===== src/design/mexp_pkg.sv =====
`timescale 1ns / 1ps
package mexp_pkg;

  localparam int unsigned WORD_W = 32;

  typedef enum logic [3:0] {
    ST_IDLE,
    ST_REDS,
    ST_RED,
    ST_SCAN,
    ST_LOOP,
    ST_SQ,
    ST_MULS,
    ST_MUL,
    ST_FIN
  } state_t;

  typedef enum logic [1:0] {
    MSEL_REDUCE,
    MSEL_SQUARE,
    MSEL_MULT
  } msel_t;

  typedef struct packed {
    logic  load;
    logic  mul_start;
    msel_t msel;
    logic  acc_from_x;
    logic  acc_from_one;
    logic  acc_from_mul;
    logic  x_from_mul;
    logic  exp_shift;
    logic  out_load;
  } cmd_t;

  typedef struct packed {
    logic mul_done;
    logic exp_msb;
    logic cnt_zero;
  } sts_t;

endpackage


===== src/design/mexp_mulmod.sv =====
`timescale 1ns / 1ps
module mexp_mulmod (
  input  logic                           clk,
  input  logic                           rst_n,
  input  logic                           start,
  input  logic [mexp_pkg::WORD_W-1:0]    op_a,
  input  logic [mexp_pkg::WORD_W-1:0]    op_b,
  input  logic [mexp_pkg::WORD_W-1:0]    modulus,
  output logic                           done,
  output logic [mexp_pkg::WORD_W-1:0]    result
);
  import mexp_pkg::*;

  localparam int unsigned CNT_W = $clog2(WORD_W);

  logic [WORD_W-1:0] a_r, a_nxt;
  logic [WORD_W-1:0] b_r, b_nxt;
  logic [WORD_W-1:0] acc_r, acc_nxt;
  logic [CNT_W-1:0]  cnt_r, cnt_nxt;
  logic              run_r, run_nxt;
  logic              done_r, done_nxt;

  logic [WORD_W:0] m_ext;
  logic [WORD_W:0] dbl;
  logic [WORD_W:0] dbl_red;
  logic [WORD_W:0] sum;
  logic [WORD_W:0] sum_red;

  // one bit of a per cycle, msb first: acc = 2*acc + a_bit*b, reduced twice
  always_comb begin
    m_ext   = {1'b0, modulus};
    dbl     = {acc_r, 1'b0};
    dbl_red = (dbl >= m_ext) ? (dbl - m_ext) : dbl;
    sum     = {1'b0, dbl_red[WORD_W-1:0]} + {1'b0, (a_r[WORD_W-1] ? b_r : '0)};
    sum_red = (sum >= m_ext) ? (sum - m_ext) : sum;
  end

  always_comb begin
    a_nxt    = a_r;
    b_nxt    = b_r;
    acc_nxt  = acc_r;
    cnt_nxt  = cnt_r;
    run_nxt  = run_r;
    done_nxt = 1'b0;
    if (start) begin
      a_nxt   = op_a;
      b_nxt   = op_b;
      acc_nxt = '0;
      cnt_nxt = CNT_W'(WORD_W - 1);
      run_nxt = 1'b1;
    end else if (run_r) begin
      acc_nxt = sum_red[WORD_W-1:0];
      a_nxt   = {a_r[WORD_W-2:0], 1'b0};
      cnt_nxt = cnt_r - 1'b1;
      if (cnt_r == '0) begin
        run_nxt  = 1'b0;
        done_nxt = 1'b1;
      end
    end
  end

  always_ff @(posedge clk) begin
    if (!rst_n) begin
      run_r  <= 1'b0;
      done_r <= 1'b0;
      cnt_r  <= '0;
    end else begin
      run_r  <= run_nxt;
      done_r <= done_nxt;
      cnt_r  <= cnt_nxt;
    end
  end

  always_ff @(posedge clk) begin
    a_r   <= a_nxt;
    b_r   <= b_nxt;
    acc_r <= acc_nxt;
  end

  assign done   = done_r;
  assign result = acc_r;

endmodule


===== src/design/mexp_dp.sv =====
`timescale 1ns / 1ps
module mexp_dp #(
  parameter int unsigned EXP_BITS = 32
) (
  input  logic                            clk,
  input  logic                            rst_n,
  input  logic [3*mexp_pkg::WORD_W-1:0]   in_data,
  input  mexp_pkg::cmd_t                  cmd,
  output mexp_pkg::sts_t                  sts,
  output logic [mexp_pkg::WORD_W-1:0]     out_data
);
  import mexp_pkg::*;

  localparam int unsigned CNT_W = $clog2(EXP_BITS + 1);

  logic [WORD_W-1:0]   base_r, m_r, one_r, x_r, acc_r, res_r;
  logic [EXP_BITS-1:0] exp_r;
  logic [CNT_W-1:0]    cnt_r;

  logic [WORD_W-1:0] in_base, in_exp, in_mod, mag;
  logic [WORD_W-1:0] op_a, op_b, mul_res;
  logic              mul_done;

  assign in_base = in_data[WORD_W-1:0];
  assign in_exp  = in_data[2*WORD_W-1:WORD_W];
  assign in_mod  = in_data[3*WORD_W-1:2*WORD_W];
  assign mag     = in_exp[WORD_W-1] ? (~in_exp + 1'b1) : in_exp;

  always_comb begin
    case (cmd.msel)
      MSEL_REDUCE: begin
        op_a = base_r;
        op_b = one_r;
      end
      MSEL_SQUARE: begin
        op_a = acc_r;
        op_b = acc_r;
      end
      MSEL_MULT: begin
        op_a = acc_r;
        op_b = x_r;
      end
      default: begin
        op_a = acc_r;
        op_b = x_r;
      end
    endcase
  end

  mexp_mulmod u_mulmod (
    .clk     (clk),
    .rst_n   (rst_n),
    .start   (cmd.mul_start),
    .op_a    (op_a),
    .op_b    (op_b),
    .modulus (m_r),
    .done    (mul_done),
    .result  (mul_res)
  );

  always_ff @(posedge clk) begin
    if (!rst_n) begin
      cnt_r <= '0;
    end else if (cmd.load) begin
      cnt_r <= CNT_W'(EXP_BITS);
    end else if (cmd.exp_shift) begin
      cnt_r <= cnt_r - 1'b1;
    end
  end

  always_ff @(posedge clk) begin
    if (cmd.load) begin
      base_r <= in_base;
      m_r    <= in_mod;
      // 1 mod m, used for the base reduction and for a zero exponent
      one_r  <= (in_mod == WORD_W'(1)) ? '0 : WORD_W'(1);
      exp_r  <= mag[EXP_BITS-1:0];
    end else if (cmd.exp_shift) begin
      exp_r  <= {exp_r[EXP_BITS-2:0], 1'b0};
    end
    if (cmd.x_from_mul) begin
      x_r <= mul_res;
    end
    if (cmd.acc_from_x) begin
      acc_r <= x_r;
    end else if (cmd.acc_from_one) begin
      acc_r <= one_r;
    end else if (cmd.acc_from_mul) begin
      acc_r <= mul_res;
    end
    if (cmd.out_load) begin
      res_r <= (m_r == '0) ? '0 : acc_r;
    end
  end

  assign sts.mul_done = mul_done;
  assign sts.exp_msb  = exp_r[EXP_BITS-1];
  assign sts.cnt_zero = (cnt_r == '0);
  assign out_data     = res_r;

endmodule


===== src/design/mexp_ctrl.sv =====
`timescale 1ns / 1ps
module mexp_ctrl (
  input  logic           clk,
  input  logic           rst_n,
  input  logic           in_tvalid,
  output logic           in_tready,
  output logic           out_tvalid,
  input  logic           out_tready,
  input  mexp_pkg::sts_t sts,
  output mexp_pkg::cmd_t cmd
);
  import mexp_pkg::*;

  state_t state_r, state_nxt;
  logic   out_valid_r, out_valid_nxt;

  always_ff @(posedge clk) begin
    if (!rst_n) begin
      state_r     <= ST_IDLE;
      out_valid_r <= 1'b0;
    end else begin
      state_r     <= state_nxt;
      out_valid_r <= out_valid_nxt;
    end
  end

  always_comb begin
    state_nxt = state_r;
    cmd       = '0;
    cmd.msel  = MSEL_REDUCE;
    in_tready = 1'b0;
    case (state_r)
      ST_IDLE: begin
        in_tready = 1'b1;
        if (in_tvalid) begin
          cmd.load  = 1'b1;
          state_nxt = ST_REDS;
        end
      end
      ST_REDS: begin
        cmd.mul_start = 1'b1;
        cmd.msel      = MSEL_REDUCE;
        state_nxt     = ST_RED;
      end
      ST_RED: begin
        if (sts.mul_done) begin
          cmd.x_from_mul = 1'b1;
          state_nxt      = ST_SCAN;
        end
      end
      // walk down to the leading one of the exponent
      ST_SCAN: begin
        if (sts.cnt_zero) begin
          cmd.acc_from_one = 1'b1;
          state_nxt        = ST_FIN;
        end else if (sts.exp_msb) begin
          cmd.acc_from_x = 1'b1;
          cmd.exp_shift  = 1'b1;
          state_nxt      = ST_LOOP;
        end else begin
          cmd.exp_shift = 1'b1;
        end
      end
      ST_LOOP: begin
        if (sts.cnt_zero) begin
          state_nxt = ST_FIN;
        end else begin
          cmd.mul_start = 1'b1;
          cmd.msel      = MSEL_SQUARE;
          state_nxt     = ST_SQ;
        end
      end
      ST_SQ: begin
        if (sts.mul_done) begin
          cmd.acc_from_mul = 1'b1;
          if (sts.exp_msb) begin
            state_nxt = ST_MULS;
          end else begin
            cmd.exp_shift = 1'b1;
            state_nxt     = ST_LOOP;
          end
        end
      end
      ST_MULS: begin
        cmd.mul_start = 1'b1;
        cmd.msel      = MSEL_MULT;
        state_nxt     = ST_MUL;
      end
      ST_MUL: begin
        if (sts.mul_done) begin
          cmd.acc_from_mul = 1'b1;
          cmd.exp_shift    = 1'b1;
          state_nxt        = ST_LOOP;
        end
      end
      ST_FIN: begin
        if (!out_valid_r || out_tready) begin
          cmd.out_load = 1'b1;
          state_nxt    = ST_IDLE;
        end
      end
      default: begin
        state_nxt = ST_IDLE;
      end
    endcase
  end

  always_comb begin
    if (cmd.out_load) begin
      out_valid_nxt = 1'b1;
    end else if (out_tready) begin
      out_valid_nxt = 1'b0;
    end else begin
      out_valid_nxt = out_valid_r;
    end
  end

  assign out_tvalid = out_valid_r;

endmodule


===== src/design/modular_exponentiation_core.sv =====
`timescale 1ns / 1ps
// channel | direction | tdata fields (lowest bit up)
// in_     | slave     | base_value[31:0], exponent_value[63:32], modulus_value[95:64]
// out_    | master    | power_result[31:0]
//
// one item at a time; after the base reduction, each exponent bit below the leading one
// of the magnitude costs a square, and each set bit among them also a multiply;
// each product runs in the bit-serial multiply-reduce unit as a start, 32 bit steps and a done
// in_tready is high only while idle; a finished result waits in the output register
// and the next item is taken while it waits
// synchronous active-low reset clears the controller and the output valid flag
module modular_exponentiation_core #(
  parameter int unsigned EXP_BITS = 32
) (
  input  logic        clk,
  input  logic        rst_n,
  input  logic        in_tvalid,
  output logic        in_tready,
  input  logic [95:0] in_tdata,   // base_value, exponent_value, modulus_value
  output logic        out_tvalid,
  input  logic        out_tready,
  output logic [31:0] out_tdata   // power_result
);
  import mexp_pkg::*;

  cmd_t cmd;
  sts_t sts;

  mexp_ctrl u_ctrl (
    .clk        (clk),
    .rst_n      (rst_n),
    .in_tvalid  (in_tvalid),
    .in_tready  (in_tready),
    .out_tvalid (out_tvalid),
    .out_tready (out_tready),
    .sts        (sts),
    .cmd        (cmd)
  );

  mexp_dp #(
    .EXP_BITS (EXP_BITS)
  ) u_dp (
    .clk      (clk),
    .rst_n    (rst_n),
    .in_data  (in_tdata),
    .cmd      (cmd),
    .sts      (sts),
    .out_data (out_tdata)
  );

endmodule


===== config.mk =====
export PLATFORM = sky130hd
export DESIGN_NAME = modular_exponentiation_core
export DESIGN_NICKNAME = d
export VERILOG_FILES = /design/src/design/mexp_pkg.sv /design/src/design/mexp_mulmod.sv /design/src/design/mexp_dp.sv /design/src/design/mexp_ctrl.sv /design/src/design/modular_exponentiation_core.sv
export SDC_FILE = /design/constraint.sdc
export NUM_CORES = 1
export LEC_CHECK = 0
export BUFFER_PORTS_ARGS = -buffer_cell sky130_fd_sc_hd__buf_2
export CORE_MARGIN = 2
export CORE_UTILIZATION = 43
export DETAILED_ROUTE_END_ITERATION = 12
export PLACE_DENSITY_LB_ADDON = 0.05
export SLEW_MARGIN = 20
export SYNTH_ARGS = -nofsm -noshare
export SYNTH_HDL_FRONTEND = slang
export SYNTH_HIERARCHICAL = 1
export SYNTH_SLANG_ARGS = --single-unit

===== constraint.sdc =====
create_clock -name clk -period 14.4 [get_ports clk]
set_clock_uncertainty 0.15 [all_clocks]
set_input_delay 4.32 -clock clk [delete_from_list [all_inputs] [get_ports clk]]
set_output_delay 4.32 -clock clk [all_outputs]
set_load 0.02 [all_outputs]

# ---- After elaboration in Yosys (flattened, before gate mapping)
# Cells that the tools add are included.
dict set report word_totals {
  wordCells 111
  output_inout_bits 34
  ff_bits 338
  input_bits 100
}
dict set report classes {
  add_sub_neg 6
  bitwise 3
  muxes 52
  n_eq_ne 16
  n_reduce_logical 15
  order_cmp 2
}
# operator n
set ops {}
lappend ops {{2-to-1 mux 32 bit} 12}
lappend ops {{greater-or-equal comparator 33 x 32 -> 1 bit} 2}
lappend ops {{one-hot mux 32 bit (2 select lines)} 1}
lappend ops {{subtractor 32 bit} 2}
lappend ops {{one-hot mux 4 bit (9 select lines)} 1}
lappend ops {{adder 32 x 32 -> 33 bit} 1}
lappend ops {{adder 32 x 1 -> 32 bit (second input constant)} 1}
lappend ops {{equality test 32 x 1 -> 1 bit (second input constant)} 1}
lappend ops {{logical NOT 32 bit} 1}
lappend ops {{2-to-1 mux 4 bit} 8}
lappend ops {{inverter 32 bit} 1}
lappend ops {{2-to-1 mux 1 bit} 21}
lappend ops {{equality test 4 x 3 -> 1 bit (second input constant)} 4}
lappend ops {{2-to-1 mux 6 bit} 2}
lappend ops {{2-to-1 mux 5 bit} 2}
lappend ops {{one-hot mux 3 bit (3 select lines)} 1}
lappend ops {{equality test 4 x 2 -> 1 bit (second input constant)} 2}
lappend ops {{!= test 2 x 1 -> 1 bit (second input constant)} 4}
lappend ops {{logical NOT 6 bit} 1}
lappend ops {{AND reduction 6 bit} 1}
lappend ops {{nonzero test 2 bit} 3}
lappend ops {{subtractor 6 x 1 -> 6 bit (second input constant)} 1}
lappend ops {{logical NOT 5 bit} 1}
lappend ops {{subtractor 5 x 1 -> 5 bit (second input constant)} 1}
lappend ops {{other kinds (16)} 19}

# ---- Depth between registers and ports, before layout
# Gate-level depths: netlist of the first run.
dict set report depth {
  ltp_word 6
  depth_mapped 35
  mapped_depth_nobuf 30
}

# ---- Hierarchy
# The synthesis of the first run kept the hierarchy.
# mod area_per_inst_um2 seq_area_each_um2 instances cells_each
set modules_own_cells {}
lappend modules_own_cells {mexp_mulmod 9552.9 2702.6 1 1103}
lappend modules_own_cells {mexp_dp 8836.0 5915.7 1 652}
lappend modules_own_cells {mexp_ctrl 464.2 100.1 1 62}

# ---- Worst setup path before layout of the first run
# No wires, ideal clock.
dict set report synth_timing {
  path_type {input-to-reg}
  from {input port in_tvalid}
  to {register u_dp.exp_r[0] (enable)}
  t_required_ns 13.875
  setup_ns 0.375
  n_path_buf 3
  setup_slack_ns 6.619
  cell_stages 5
  arrival_ns 7.257
  path_cell_list {and2_1 clkbuf_1 clkbuf_1 clkbuf_1 or2_2}
}
dict set report synth_between {
  elab_chain_len 3
}
# item line_no
set synth_lines {}
lappend synth_lines {{from (decl)} modular_exponentiation_core.sv:17} ;# input logic in_tvalid,
lappend synth_lines {{2-to-1 mux 1 bit} mexp_ctrl.sv:35} ;# if (in_tvalid) begin
lappend synth_lines {{2-to-1 mux 1 bit} mexp_ctrl.sv:32} ;# case (state_r)
lappend synth_lines {{nonzero test 2 bit (no line)} --}
lappend synth_lines {{to (signal assigned)} mexp_dp.sv:77} ;# exp_r <= mag[EXP_BITS-1:0];
lappend synth_lines {{to (signal assigned)} mexp_dp.sv:79} ;# exp_r <= {exp_r[EXP_BITS-2:0], 1'b0};
lappend synth_lines {{to (decl)} mexp_dp.sv:17} ;# logic [EXP_BITS-1:0] exp_r;
# No other way between the ends.
# A chain may end at the register's enable or synchronous reset.

# ---- Worst setup path after layout of the first run
dict set report layout_timing {
  from {register u_dp.m_r[1]}
  to {register u_dp.u_mulmod.acc_r[28] (netlist: u_dp/u_mulmod/result[28])}
}
dict set report layout_between {
  elab_chain_len 5
  elab_cells_between_ends 7
  cone_classes {add/sub: 3; order compare: 2; mux: 2}
}
# item line_no
set layout_lines {}
lappend layout_lines {{from (decl)} mexp_dp.sv:16} ;# logic [WORD_W-1:0] base_r, m_r, one_r, x_r, acc_r, res_r;
lappend layout_lines {{from (signal assigned)} mexp_dp.sv:74} ;# m_r <= in_mod;
lappend layout_lines {{subtractor 32 bit or greater-or-equal comparator 33 x 32 -> 1 bit (tied branches)} mexp_mulmod.sv:33} ;# dbl_red = (dbl >= m_ext) ? (dbl - m_ext) : dbl;
lappend layout_lines {{2-to-1 mux 32 bit} mexp_mulmod.sv:33}
lappend layout_lines {{adder 32 x 32 -> 33 bit} mexp_mulmod.sv:34} ;# sum = {1'b0, dbl_red[WORD_W-1:0]} + {1'b0, (a_r[WORD_W-1] ? b_r : '0)};
lappend layout_lines {{subtractor 32 bit or greater-or-equal comparator 33 x 32 -> 1 bit (tied branches)} mexp_mulmod.sv:35} ;# sum_red = (sum >= m_ext) ? (sum - m_ext) : sum;
lappend layout_lines {{2-to-1 mux 32 bit (*)} mexp_mulmod.sv:35}
lappend layout_lines {{to (signal assigned)} mexp_mulmod.sv:77} ;# acc_r <= acc_nxt;
lappend layout_lines {{to (decl)} mexp_mulmod.sv:18} ;# logic [WORD_W-1:0] acc_r, acc_nxt;
# Mark *: on every way between the ends. The rest lies on a longest branch, timed or not.

==> results of run 1 <==
==> Yosys cell counts, types with 46 or more instances <==
library cell / number
inv_1: 77
dfxtp_1: 50
xor2_1: 48
a22o_1: 46
xnor2_1: 55
o21ai_0: 80
clkbuf_1: 61
mux2_2: 65
nand2_1: 135
a21oi_1: 109
ha_1: 101
nor2_1: 138
nor2b_1: 54
edfxtp_1: 257
==> flip-flops by register name, indices dropped and copies added, names as in the netlist <==
register and cells:
u_dp/m_r 32, u_dp/out_data 32, u_dp/cnt_r 6, u_ctrl/state_r 4, u_dp/one_r 1, u_dp/base_r 32, u_dp/x_r 32, u_dp/u_mulmod/result 32
u_dp/u_mulmod/b_r 32, u_dp/u_mulmod/a_r 32, u_dp/u_mulmod/run_r 1, u_ctrl/out_tvalid 1, u_dp/u_mulmod/done 1, u_dp/acc_r 32, u_dp/u_mulmod/cnt_r 5, u_dp/exp_r 32
==> report_power, final <==
| part | leakage, nW | switching, mW | total (mW) | internal (mW) |
|---|---|---|---|---|
| logic | 4.90 | 1.86 | 3.05 | 1.18 |
| clock network | 0.614 | 0.387 | 0.988 | 0.601 |
| registers | 2.82 | 0.110 | 1.27 | 1.16 |
==> how the worst max path moves through the flow <==
stage           startpoint  slack, ps                        to  cells past startpoint
2_1_floorplan    in_tvalid       6620             u_dp/exp_r[0]                      5
3_5_place_dp   u_dp/m_r[1]       4240  u_dp/u_mulmod/result[30]                     29
3_3_place_gp   u_dp/m_r[1]       4270  u_dp/u_mulmod/result[28]                     29
5_1_grt        u_dp/m_r[1]       3470  u_dp/u_mulmod/result[28]                     29
4_1_cts        u_dp/m_r[1]       4170  u_dp/u_mulmod/result[21]                     29
6_report       u_dp/m_r[1]       4200  u_dp/u_mulmod/result[28]                     29
==> cells by family (layout without fill, tap and decap cells) <==
| kind of cell | Yosys count | count (layout) | synth area share, % |
|---|---|---|---|
| simple gates | 575 | 575 | 15.5 |
| mux | 84 | 84 | 4.89 |
| compound gates | 480 | 480 | 17.8 |
| fa+ha+maj | 104 | 104 | 7.02 |
| buf+inv | 164 | 293 | 3.74 |
| flops | 307 | 307 | 46.2 |
| xor+xnor | 103 | 103 | 4.78 |
==> final cells by class <==
class / count / area share [%]
multi-input cells: 1346 / 44.5
flip-flops and latches: 307 / 41.0
clock buffers: 45 / 4.64
repair buffers: 148 / 3.66
well taps: 585 / 3.44
clock inverters: 22 / 1.39
inverters: 78 / 1.38
==> worst max-delay path, delay by kind of cell (launching register included) <==
| family | cells | cell delay (ps) |
|---|---|---|
| xor gates and xnor gates | 1 | 160 |
| adders and majority gates | 3 | 1130 |
| AOI/OAI and AO/OA | 15 | 5580 |
| and+or+nand+nor | 8 | 2180 |
| muxes | 1 | 420 |
| DFF | 1 | 340 |
| buffers and inverters | 1 | 120 |
==> metal layers <==
| metal | share of wire, % | vias up | GRT usage, % |
|---|---|---|---|
| li1 | - | 7059 | - |
| met1 | 44 | 6948 | 31.0 |
| met2 | 49 | 334 | 40.2 |
| met3 | 5.0 | 76 | 4.22 |
| met4 | 2.6 | 0 | 6.85 |
| met5 | 0 | - | 0 |
==> key figures, run 1 <==
Status
  – Status: complete, no violations

Worst setup path
  – RR Startpoint: u_dp/m_r[1]
  – Setup CP Type: flop to flop
  – Reg2Reg Setup Slack: 4200 ps
  – CP max stage cell: a21bo_1
  – Reg2reg path depth: 29
  – Worst path max stage delay: 800 ps
  – End of the worst register-to-register path: u_dp/u_mulmod/result[28]
  – CP Data Required Time: 14660 ps
  – CP arrival: 10470 ps
  – CP Capture Type: flop
  – Crit path launch type: flop
  – Critical path fanouts, max: 32

CTS
  – CTS Hold Bufs: 0
  – Max Buffers Root-to-Sink: 3
  – H-Tree Level Count: 2
  – Num CTS Buffers: 37
  – Resized cells post-CTS: 0
  – Clk_lat worst skew: 550 ps
  – CTS tree: yes
  – CTS sink cnt: 307
  – CTS clk-pin slew, worst paths: 60 ps
  – Post-CTS Setup Inserts: 0
  – Root Buffer: clkbuf_16

Die
  – Die Wd: 213 um
  – Initial Utilization: 43.7%
  – Die Y: 213 um
  – Top-level I/O count: 134
  – Core area: 43200 um2
  – Die Area: 45500 um2
  – # rows: 76

Routing
  – Iter 0 DRT Violations: 1039
  – 1st-pass router iterations: 5
  – DRT Wirelength: 53.8 mm
  – Via density: 5.70
  – Remaining DRCs: 0
  – Drt wl/cell: 21.2 um
  – Via count: 14400
  – Post-route ant nets: 0

Worst hold path
  – Hold Startpoint: u_dp/cnt_r[1]
  – Hold Crit Depth: 2
  – Hold EP: u_dp/cnt_r[1]
  – HP Class: flop to flop

Finish
  – Ant. Diodes: 0
  – Multi-input logic area: 9470 um2
  – Register area: 8720 um2
  – Fin util: 49.3%
  – Share of layout cells above drive strength 1: 16.1%
  – P&R area growth vs syn: 12.9%
  – Nets: 2122
  – Post-route insts no fill: 2531
  – Most frequent cells in the layout: edfxtp_1 (257), nand2_1 (135), buf_2 (133)
  – Post-route cell area: 21300 um2
  – Commonest non-fill, non-tap cell in the layout: edfxtp_1
  – Fillcell total: 4092

Job
  – Max_cap viols: 0

Timing
  – Least-Margin Pin Slew: 997 ps
  – Final worst-path cycle share: 70.9%
  – Worst rel slew slack: 31.8%
  – Final count of negative-setup-slack endpoints: 0
  – Hold WS: 344 ps
  – Post-route minimum period: 10200 ps
  – Setup TNS: 0 ps
  – Unrepaired setup endpoints after global routing: false
  – Max Freq: 98.0 MHz
  – Final Hold Viols: 0
  – Final worst setup slack: 4200 ps
  – Pins Over Slew Limit: 0

Global routing
  – Initial antenna violation count: 1
  – Overall Global Routing Usage: 23.7%
  – GRT Residual Overflow: 0
  – Vias in the first global route: 14000
  – Largest net degree at the start of global routing: 76
  – First-pass GRT wire length: 81.8 mm

Synthesis
  – Synth Area per Inst: 10.4 um2
  – Asr flop ratio synth: 0%
  – Yosys reg bits: 307
  – Library cells used by synthesis: 90
  – Top post-synthesis cells by area: edfxtp_1 (41%), ha_1 (6.7%), dfxtp_1 (5.3%), mux2_2 (3.9%), a21oi_1 (2.9%)
  – Ys flop type: edfxtp_1
  – Register area share after synthesis: 46.2%
  – Mapped Cells: 1817
  – Total nets after synthesis: 2021
  – Post-Synthesis Cell Area: 18900 um2
  – Leading area contributor after synthesis: edfxtp_1
  – EDFF count, synth: 257
  – Yosys warning total: 6
  – Post-synth top area share: 40.9%

Placement
  – DP Wirelength: 39.7 mm
  – DP Area: 20000 um2
  – Routability cong.: 0.908
  – DP Cell Count: 2464
  – Port Buf Inserts: 133
  – Pre-CTS setup slack: 4240 ps

Power and ir drop
  – Leakage: 8.33 nW
  – Pwr per Cell Area: 249 nW/um2
  – Maximum vdd drop: 0.000120 V
  – Power, Total: 5.30 mW
Power figures use the tool's default switching activity.
==> run 2: changes to the inputs <==
--- a/config.mk
+++ b/config.mk
@@ -5,6 +5,7 @@
 export SDC_FILE = /design/constraint.sdc
 export NUM_CORES = 1
 export LEC_CHECK = 0
+export ABC_AREA = 1
 export BUFFER_PORTS_ARGS = -buffer_cell sky130_fd_sc_hd__buf_2
 export CORE_MARGIN = 2
 export CORE_UTILIZATION = 43
==> constraint.sdc (replaced) <==
create_clock -name clk -period 10.1 [get_ports clk]
set_clock_uncertainty 0.15 [all_clocks]
set_input_delay 3.03 -clock clk [delete_from_list [all_inputs] [get_ports clk]]
set_output_delay 3.03 -clock clk [all_outputs]
set_load 0.02 [all_outputs]
==> key figures, run 2 <==
Status
  – Status: complete, no violations (unchanged)

CTS
  – Post-CTS Setup Inserts: 0 (unchanged)
  – CTS tree: yes (unchanged)
  – Max Buffers Root-to-Sink: 3 (unchanged)
  – Root Buffer: clkbuf_16 (unchanged)
  – Resized cells post-CTS: 0 (unchanged)
  – CTS clk-pin slew, worst paths: 60 ps (about the same)
  – CTS sink cnt: 307 (unchanged)
  – Clk_lat worst skew: 560 ps (was 550 ps)
  – H-Tree Level Count: 2 (unchanged)
  – Num CTS Buffers: 40 (was 37)
  – CTS Hold Bufs: 0 (unchanged)

Worst setup path
  – CP dominant cell by count: nand2_1
  – Crit path buffers/inverters: 2 (was 1)
  – CP delay by family, top: simple AND/OR/NAND/NOR gates (was compound AO/OA/AOI/OAI gates)
  – CP Capture Type: flop (unchanged)
  – Setup CP Type: flop to flop (unchanged)
  – Critical path fanouts, max: 32 (unchanged)
  – Reg2reg path depth: 35 (was 29)
  – Reg2Reg Setup Slack: 3410 ps (was 4200 ps)
  – Crit path launch type: flop (unchanged)
  – End of the worst register-to-register path: u_dp/u_mulmod/result[13] (was u_dp/u_mulmod/result[28])
  – CP arrival: 6980 ps (was 10470 ps)
  – CP Data Required Time: 10390 ps (was 14660 ps)
  – RR Startpoint: u_dp/m_r[2] (was u_dp/m_r[1])
  – Worst path max stage delay: 600 ps (was 800 ps)
  – CP max stage cell: nor2_4 (was a21bo_1)

Finish
  – Ant. Diodes: 0 (unchanged)
  – Most frequent cells in the layout: nand2_1 (1035), inv_1 (493), edfxtp_1 (257) (was edfxtp_1 (257), nand2_1 (135), buf_2 (133))
  – Share of layout cells above drive strength 1: 9.05% (was 16.1%)
  – Commonest non-fill, non-tap cell in the layout: nand2_1 (was edfxtp_1)
  – Nets: 3280 (was 2122)
  – Fillcell total: 4992 (was 4092)
  – P&R area growth vs syn: 12.0% (was 12.9%)

Global routing
  – Initial antenna violation count: 1 (unchanged)
  – Largest net degree at the start of global routing: 70 (was 76)
  – First-pass GRT wire length: 103 mm (was 81.8 mm)
  – GRT Residual Overflow: 0 (unchanged)
  – Vias in the first global route: 18300 (was 14000)
  – Overall Global Routing Usage: 26.3% (was 23.7%)

Routing
  – Post-route ant nets: 0 (unchanged)
  – 1st-pass router iterations: 5 (unchanged)
  – Top routing layer used: met4 (unchanged)
  – Via density: 5.11 (was 5.70)
  – Remaining DRCs: 0 (unchanged)
  – DRT Wirelength: 67.3 mm (was 53.8 mm)
  – Via count: 19300 (was 14400)
  – Wire length on met2: 28.7 mm (was 26.2 mm)
  – Iter 0 DRT Violations: 1283 (was 1039)
  – M1 wire length: 32.6 mm (was 23.4 mm)
  – Metal3 WL: 3.44 mm (was 2.69 mm)
  – Drt wl/cell: 17.9 um (was 21.2 um)

Synthesis
  – Yosys warning total: 6 (unchanged)
  – EDFF count, synth: 257 (unchanged)
  – Synth Area per Inst: 7.18 um2 (was 10.4 um2)
  – Leading area contributor after synthesis: edfxtp_1 (unchanged)
  – Asr flop ratio synth: 0% (unchanged)
  – Post-Synthesis Cell Area: 21200 um2 (was 18900 um2)
  – Post-synth top area share: 36.4% (was 40.9%)
  – Most frequent cell after synthesis: nand2_1 (was edfxtp_1)
  – Library cells used by synthesis: 49 (was 90)
  – Register area share after synthesis: 41.1% (was 46.2%)
  – Yosys reg bits: 307 (unchanged)
  – Synth top cells by count: nand2_1 (1037), inv_1 (495), edfxtp_1 (257), nor2_1 (233), nand3_1 (203) (was edfxtp_1 (257), nor2_1 (138), nand2_1 (135), a21oi_1 (109), ha_1 (101))
  – Top post-synthesis cells by area: edfxtp_1 (36%), nand2_1 (18%), inv_1 (8.8%), ha_1 (6.0%), nand3_1 (4.8%) (was edfxtp_1 (41%), ha_1 (6.7%), dfxtp_1 (5.3%), mux2_2 (3.9%), a21oi_1 (2.9%))
  – Mapped Cells: 2956 (was 1817)
  – Ys flop type: edfxtp_1 (unchanged)
  – Total nets after synthesis: 3160 (was 2021)

Die
  – Core area: 48800 um2 (was 43200 um2)
  – Die Y: 226 um (was 213 um)
  – Top-level I/O count: 134 (unchanged)
  – # rows: 81 (was 76)
  – Die Area: 51100 um2 (was 45500 um2)
  – Die Wd: 226 um (was 213 um)
  – Initial Utilization: 43.4% (was 43.7%)

Timing
  – Max Freq: 150 MHz (was 98.0 MHz)
  – Final count of negative-setup-slack endpoints: 0 (unchanged)
  – Setup TNS: 0 ps (unchanged)
  – Hold WS: 314 ps (was 344 ps)
  – Post-route minimum period: 6690 ps (was 10200 ps)
  – Final worst-path cycle share: 66.2% (was 70.9%)
  – Worst rel slew slack: 26.1% (was 31.8%)
  – Pins Over Slew Limit: 0 (unchanged)
  – Least-Margin Pin Slew: 1110 ps (was 997 ps)
  – Unrepaired setup endpoints after global routing: false (unchanged)
  – Final Hold Viols: 0 (unchanged)

Power and ir drop
  – Leakage: 11.9 nW (was 8.33 nW)
  – Pwr per Cell Area: 371 nW/um2 (was 249 nW/um2)
  – Maximum vdd drop: 0.000225 V (was 0.000120 V)

Worst hold path
  – Hold EP: u_dp/cnt_r[0] (was u_dp/cnt_r[1])
  – Hold Crit Depth: 2 (unchanged)
  – Hold Startpoint: u_dp/cnt_r[0] (was u_dp/cnt_r[1])
  – HP Class: flop to flop (unchanged)

Placement
  – Routability cong.: 0.981 (was 0.908)
  – DP Wirelength: 53.1 mm (was 39.7 mm)
  – Port Buf Inserts: 133 (unchanged)

Job
  – Max_cap viols: 0 (unchanged)
## run 2: changes by cell type after synthesis, moves of 30 or more
cell     previous run  this run
mux2_2             65         0
nor2_1            138       233
inv_1              77       495
nor2b_1            54         0
o22ai_1             1        31
a21o_1             45         6
and2_1             40         3
xnor2_1            55        17
o21ai_0            80       126
nand2_1           135      1037
nand3_1            34       203
a22o_1             46         0
## run 2: cell type report
class	instances	area, um2	area share [%]
well taps	664	831	3.50
repair buffers	145	756	3.18
multi-input cells	2077	10300	43.3
flip-flops and latches	307	8720	36.7
clock buffers	56	1100	4.64
clock inverters	16	184	0.774
inverters	505	1900	7.98
## run 2: worst max-delay path by stage
| stage | from | to | slack (ps) | cells past startpoint |
|---|---|---|---|---|
| floorplan | in_tvalid | u_dp/exp_r[0] | 2200 | 6 |
| global placement | u_dp/m_r[20] | u_dp/u_mulmod/result[30] | 3130 | 33 |
| detailed placement | u_dp/m_r[20] | u_dp/u_mulmod/result[13] | 3550 | 33 |
| CTS | u_dp/m_r[20] | u_dp/u_mulmod/result[13] | 3520 | 33 |
| global route | u_dp/m_r[6] | u_dp/u_mulmod/result[6] | 2960 | 32 |
| finish | u_dp/m_r[2] | u_dp/u_mulmod/result[13] | 3410 | 35 |
## run 2: power breakdown
group,switching [mW],internal [mW]
combinational,3.79,1.62
sequential,0.173,1.85
clock,0.559,0.822
## run 2: worst min-delay path: stages, from the launching register on
cell     delay, ps
dfxtp_1        300
nand2_1         60
a21oi_1         50
## run 2: cell families (layout without fill, tap and decap cells)
| group | Yosys count | in the layout | share of synthesized area (%) |
|---|---|---|---|
| buf+inv | 572 | 722 | 10.7 |
| fa+ha+maj | 104 | 104 | 6.24 |
| compound gates | 295 | 295 | 7.74 |
| simple gates | 1621 | 1621 | 31.8 |
| flops | 307 | 307 | 41.1 |
| xor+xnor | 57 | 57 | 2.35 |
## run 2: through the flow
stage          instances  cell area [um2]  setup slack [ps]  power, mW  utilization [%]
2_1_floorplan       2956            21200              2200       5.90                -
3_3_place_gp        3698            22500              3130       7.38             46.0
3_5_place_dp        3698            22500              3550       7.37             46.0
4_1_cts             3770            23800              3520       8.80             48.7
5_1_grt             3770            23800              2960       9.61             48.7
6_report            3770            23800              3410       8.82             48.7
## run 2: per-layer routing
layer | track usage (%) | vias up
met1 | 37.9 | 8847
li1 | - | 9713
met4 | 10.6 | 0
met3 | 2.81 | 119
met5 | 0 | -
met2 | 40.1 | 574
==> run 3: changes to the inputs <==
==> constraint.sdc (replaced) <==
create_clock -name clk -period 5.8 [get_ports clk]
set_clock_uncertainty 0.15 [all_clocks]
set_input_delay 1.74 -clock clk [delete_from_list [all_inputs] [get_ports clk]]
set_output_delay 1.74 -clock clk [all_outputs]
set_load 0.02 [all_outputs]
==> key figures, run 3 (synthesis results as in run 2) <==
Routing
  – Drt wl/cell: 17.5 um (was 17.9 um)
  – Iter 0 DRT Violations: 1407 (was 1283)
  – DRT Wirelength: 72.2 mm (was 67.3 mm)
  – Via count: 20700 (was 19300)
  – Remaining DRCs: 0 (unchanged)
  – Post-route ant nets: 0 (unchanged)
  – Via density: 5.02 (was 5.11)
  – 1st-pass router iterations: 6 (was 5)

Timing
  – Final worst setup slack: 209 ps (was 3410 ps)
  – Final Hold Viols: 0 (unchanged)
  – Worst rel slew slack: 25.8% (was 26.1%)
  – Max Freq: 179 MHz (was 150 MHz)
  – Setup TNS: 0 ps (unchanged)
  – Post-route minimum period: 5590 ps (was 6690 ps)
  – Final count of negative-setup-slack endpoints: 0 (unchanged)
  – Pins Over Slew Limit: 0 (unchanged)
  – Least-Margin Pin Slew: 1110 ps (about the same)
  – Final worst-path cycle share: 96.4% (was 66.2%)

Finish
  – P&R area growth vs syn: 29.9% (was 12.0%)
  – Commonest non-fill, non-tap cell in the layout: nand2_1 (unchanged)
  – Ant. Diodes: 0 (unchanged)
  – Share of layout cells above drive strength 1: 24.0% (was 9.05%)
  – Nets: 3637 (was 3280)
  – Most frequent cells in the layout: nand2_1 (987), inv_1 (462), buf_4 (358) (was nand2_1 (1035), inv_1 (493), edfxtp_1 (257))
  – Post-route cell area: 27600 um2 (was 23800 um2)
  – Fillcell total: 4783 (was 4992)

CTS
  – Num CTS Buffers: 37 (was 40)
  – CTS clk-pin slew, worst paths: 60 ps (about the same)
  – Root Buffer: clkbuf_16 (unchanged)
  – CTS Hold Bufs: 0 (unchanged)
  – Clk_lat worst skew: 560 ps (about the same)
  – CTS sink cnt: 307 (unchanged)
  – H-Tree Level Count: 2 (unchanged)
  – CTS tree: yes (unchanged)
  – Max Buffers Root-to-Sink: 3 (unchanged)

Global routing
  – First-pass GRT wire length: 107 mm (was 103 mm)
  – GRT Residual Overflow: 0 (unchanged)
  – Overall Global Routing Usage: 27.5% (was 26.3%)
  – Initial antenna violation count: 1 (unchanged)
  – Vias in the first global route: 19600 (was 18300)
  – Largest net degree at the start of global routing: 68 (was 70)

Status
  – Status: complete, no violations (unchanged)

Power and ir drop
  – Comb power frac: 70.2% (was 61.4%)
  – Maximum vdd drop: 0.000488 V (was 0.000225 V)
  – Share of power burned in registers: 18.0% (was 22.9%)
  – P_sw: 9.00 mW (was 4.52 mW)
  – Sw frac: 46.6% (was 51.3%)
  – Pwr per Cell Area: 700 nW/um2 (was 371 nW/um2)
  – Int Pwr: 10.3 mW (was 4.30 mW)
  – Leakage: 13.7 nW (was 11.9 nW)
  – Power, Total: 19.3 mW (was 8.82 mW)
  – Clock share of power: 11.8% (was 15.7%)

Job
  – Max_cap viols: 0 (unchanged)

Worst setup path
  – Crit path buffers/inverters: 9 (was 2)
  – Reg2reg path depth: 36 (was 35)
  – Worst path max stage delay: 360 ps (was 600 ps)
  – CP Data Required Time: 6080 ps (was 10390 ps)
  – Setup CP Type: flop to flop (unchanged)
  – Critical path fanouts, max: 13 (was 32)
  – Crit path launch type: flop (unchanged)
  – Reg2Reg Setup Slack: 210 ps (was 3410 ps)
  – CP arrival: 5870 ps (was 6980 ps)
  – RR Startpoint: u_dp/m_r[5] (was u_dp/m_r[2])
  – CP max stage cell: edfxtp_1 (was nor2_4)
  – End of the worst register-to-register path: u_dp/u_mulmod/result[22] (was u_dp/u_mulmod/result[13])
  – CP Capture Type: flop (unchanged)
  – CP dominant cell by count: nand2_1 (unchanged)
  – CP delay by family, top: simple AND/OR/NAND/NOR gates (unchanged)

Die
  – Initial Utilization: 43.4% (unchanged)
  – # rows: 81 (unchanged)
  – Core area: 48800 um2 (unchanged)
  – Top-level I/O count: 134 (unchanged)
  – Die Y: 226 um (unchanged)
  – Die Wd: 226 um (unchanged)
  – Die Area: 51100 um2 (unchanged)

Worst hold path
  – Hold Startpoint: u_dp/cnt_r[0] (unchanged)
  – Hold Crit Depth: 2 (unchanged)
  – Hold EP: u_dp/cnt_r[0] (unchanged)
  – HP Class: flop to flop (unchanged)

Placement
  – Pre-CTS setup slack: -130 ps (was 3550 ps)
  – DP Area: 25100 um2 (was 22500 um2)
  – Routability cong.: 0.991 (was 0.981)
  – Port Buf Inserts: 133 (unchanged)
  – DP Wirelength: 57.2 mm (was 53.1 mm)
[run 3: through the flow]
step / utilization, % / hold slack (ps) / cells
finish: 56.4 / 322 / 4125
global route: 56.4 / 359 / 4125
CTS: 53.8 / 323 / 4099
detailed placement: 51.3 / 310 / 4032
global placement: 51.3 / 303 / 4032
floorplan: - / 294 / 2956
[run 3: routing by layer]
metal	GRT usage [%]	share of wire, %	vias to the layer above
met5	0	0	-
met4	9.27	3.1	0
met3	2.62	4.7	109
met2	44.0	45	497
met1	38.9	47	9654
li1	-	-	10400
[run 3: worst max-delay path by stage]
stage / startpoint / endpoint / slack [ps] / cells after the start
final: u_dp/m_r[5] / u_dp/u_mulmod/result[22] / 210 / 36
after global routing: u_dp/m_r[26] / u_dp/u_mulmod/result[19] / -70 / 36
after CTS: u_dp/m_r[5] / u_dp/u_mulmod/result[18] / 20 / 38
after detailed placement: u_dp/m_r[16] / u_dp/u_mulmod/result[0] / -130 / 35
after floorplan: in_tvalid / u_dp/exp_r[0] / 350 / 6
after global placement: u_dp/m_r[16] / u_dp/u_mulmod/result[0] / -150 / 36
[run 3: layout make-up]
class	instances	area, um2	share of cell area [%]
Multi-Input combinational cell	2079	11300	41.1
Sequential cell	307	8720	31.6
Timing Repair Buffer	503	3600	13.1
Inverter	505	1900	6.89
Clock buffer	54	1030	3.74
Tap cell	664	831	3.01
Clock inverter	13	150	0.545
[run 3: what timing repair did]
| item | CTS | global route |
|---|---|---|
| setup buffers | 0 | 20 |
| endpoints found under the setup margin | 32 | 32 |
| resized for setup | 6 | 236 |
| gates cloned | 0 | 6 |
| pin swaps | 0 | 32 |
[run 3: power by group through the flow]
stage / clock (mW) / combinational, mW / sequential (mW)
after floorplan: 0 / 6.82 / 3.46
after global placement: 0 / 12.2 / 3.48
after detailed placement: 0 / 12.2 / 3.49
after CTS: 2.33 / 12.3 / 3.46
after global routing: 2.41 / 14.9 / 3.53
final: 2.27 / 13.5 / 3.48
[run 3: worst min-delay path: stages (launching register included)]
cell and delay, ps:
dfxtp_1 310, nand2_1 60, a21oi_1 60
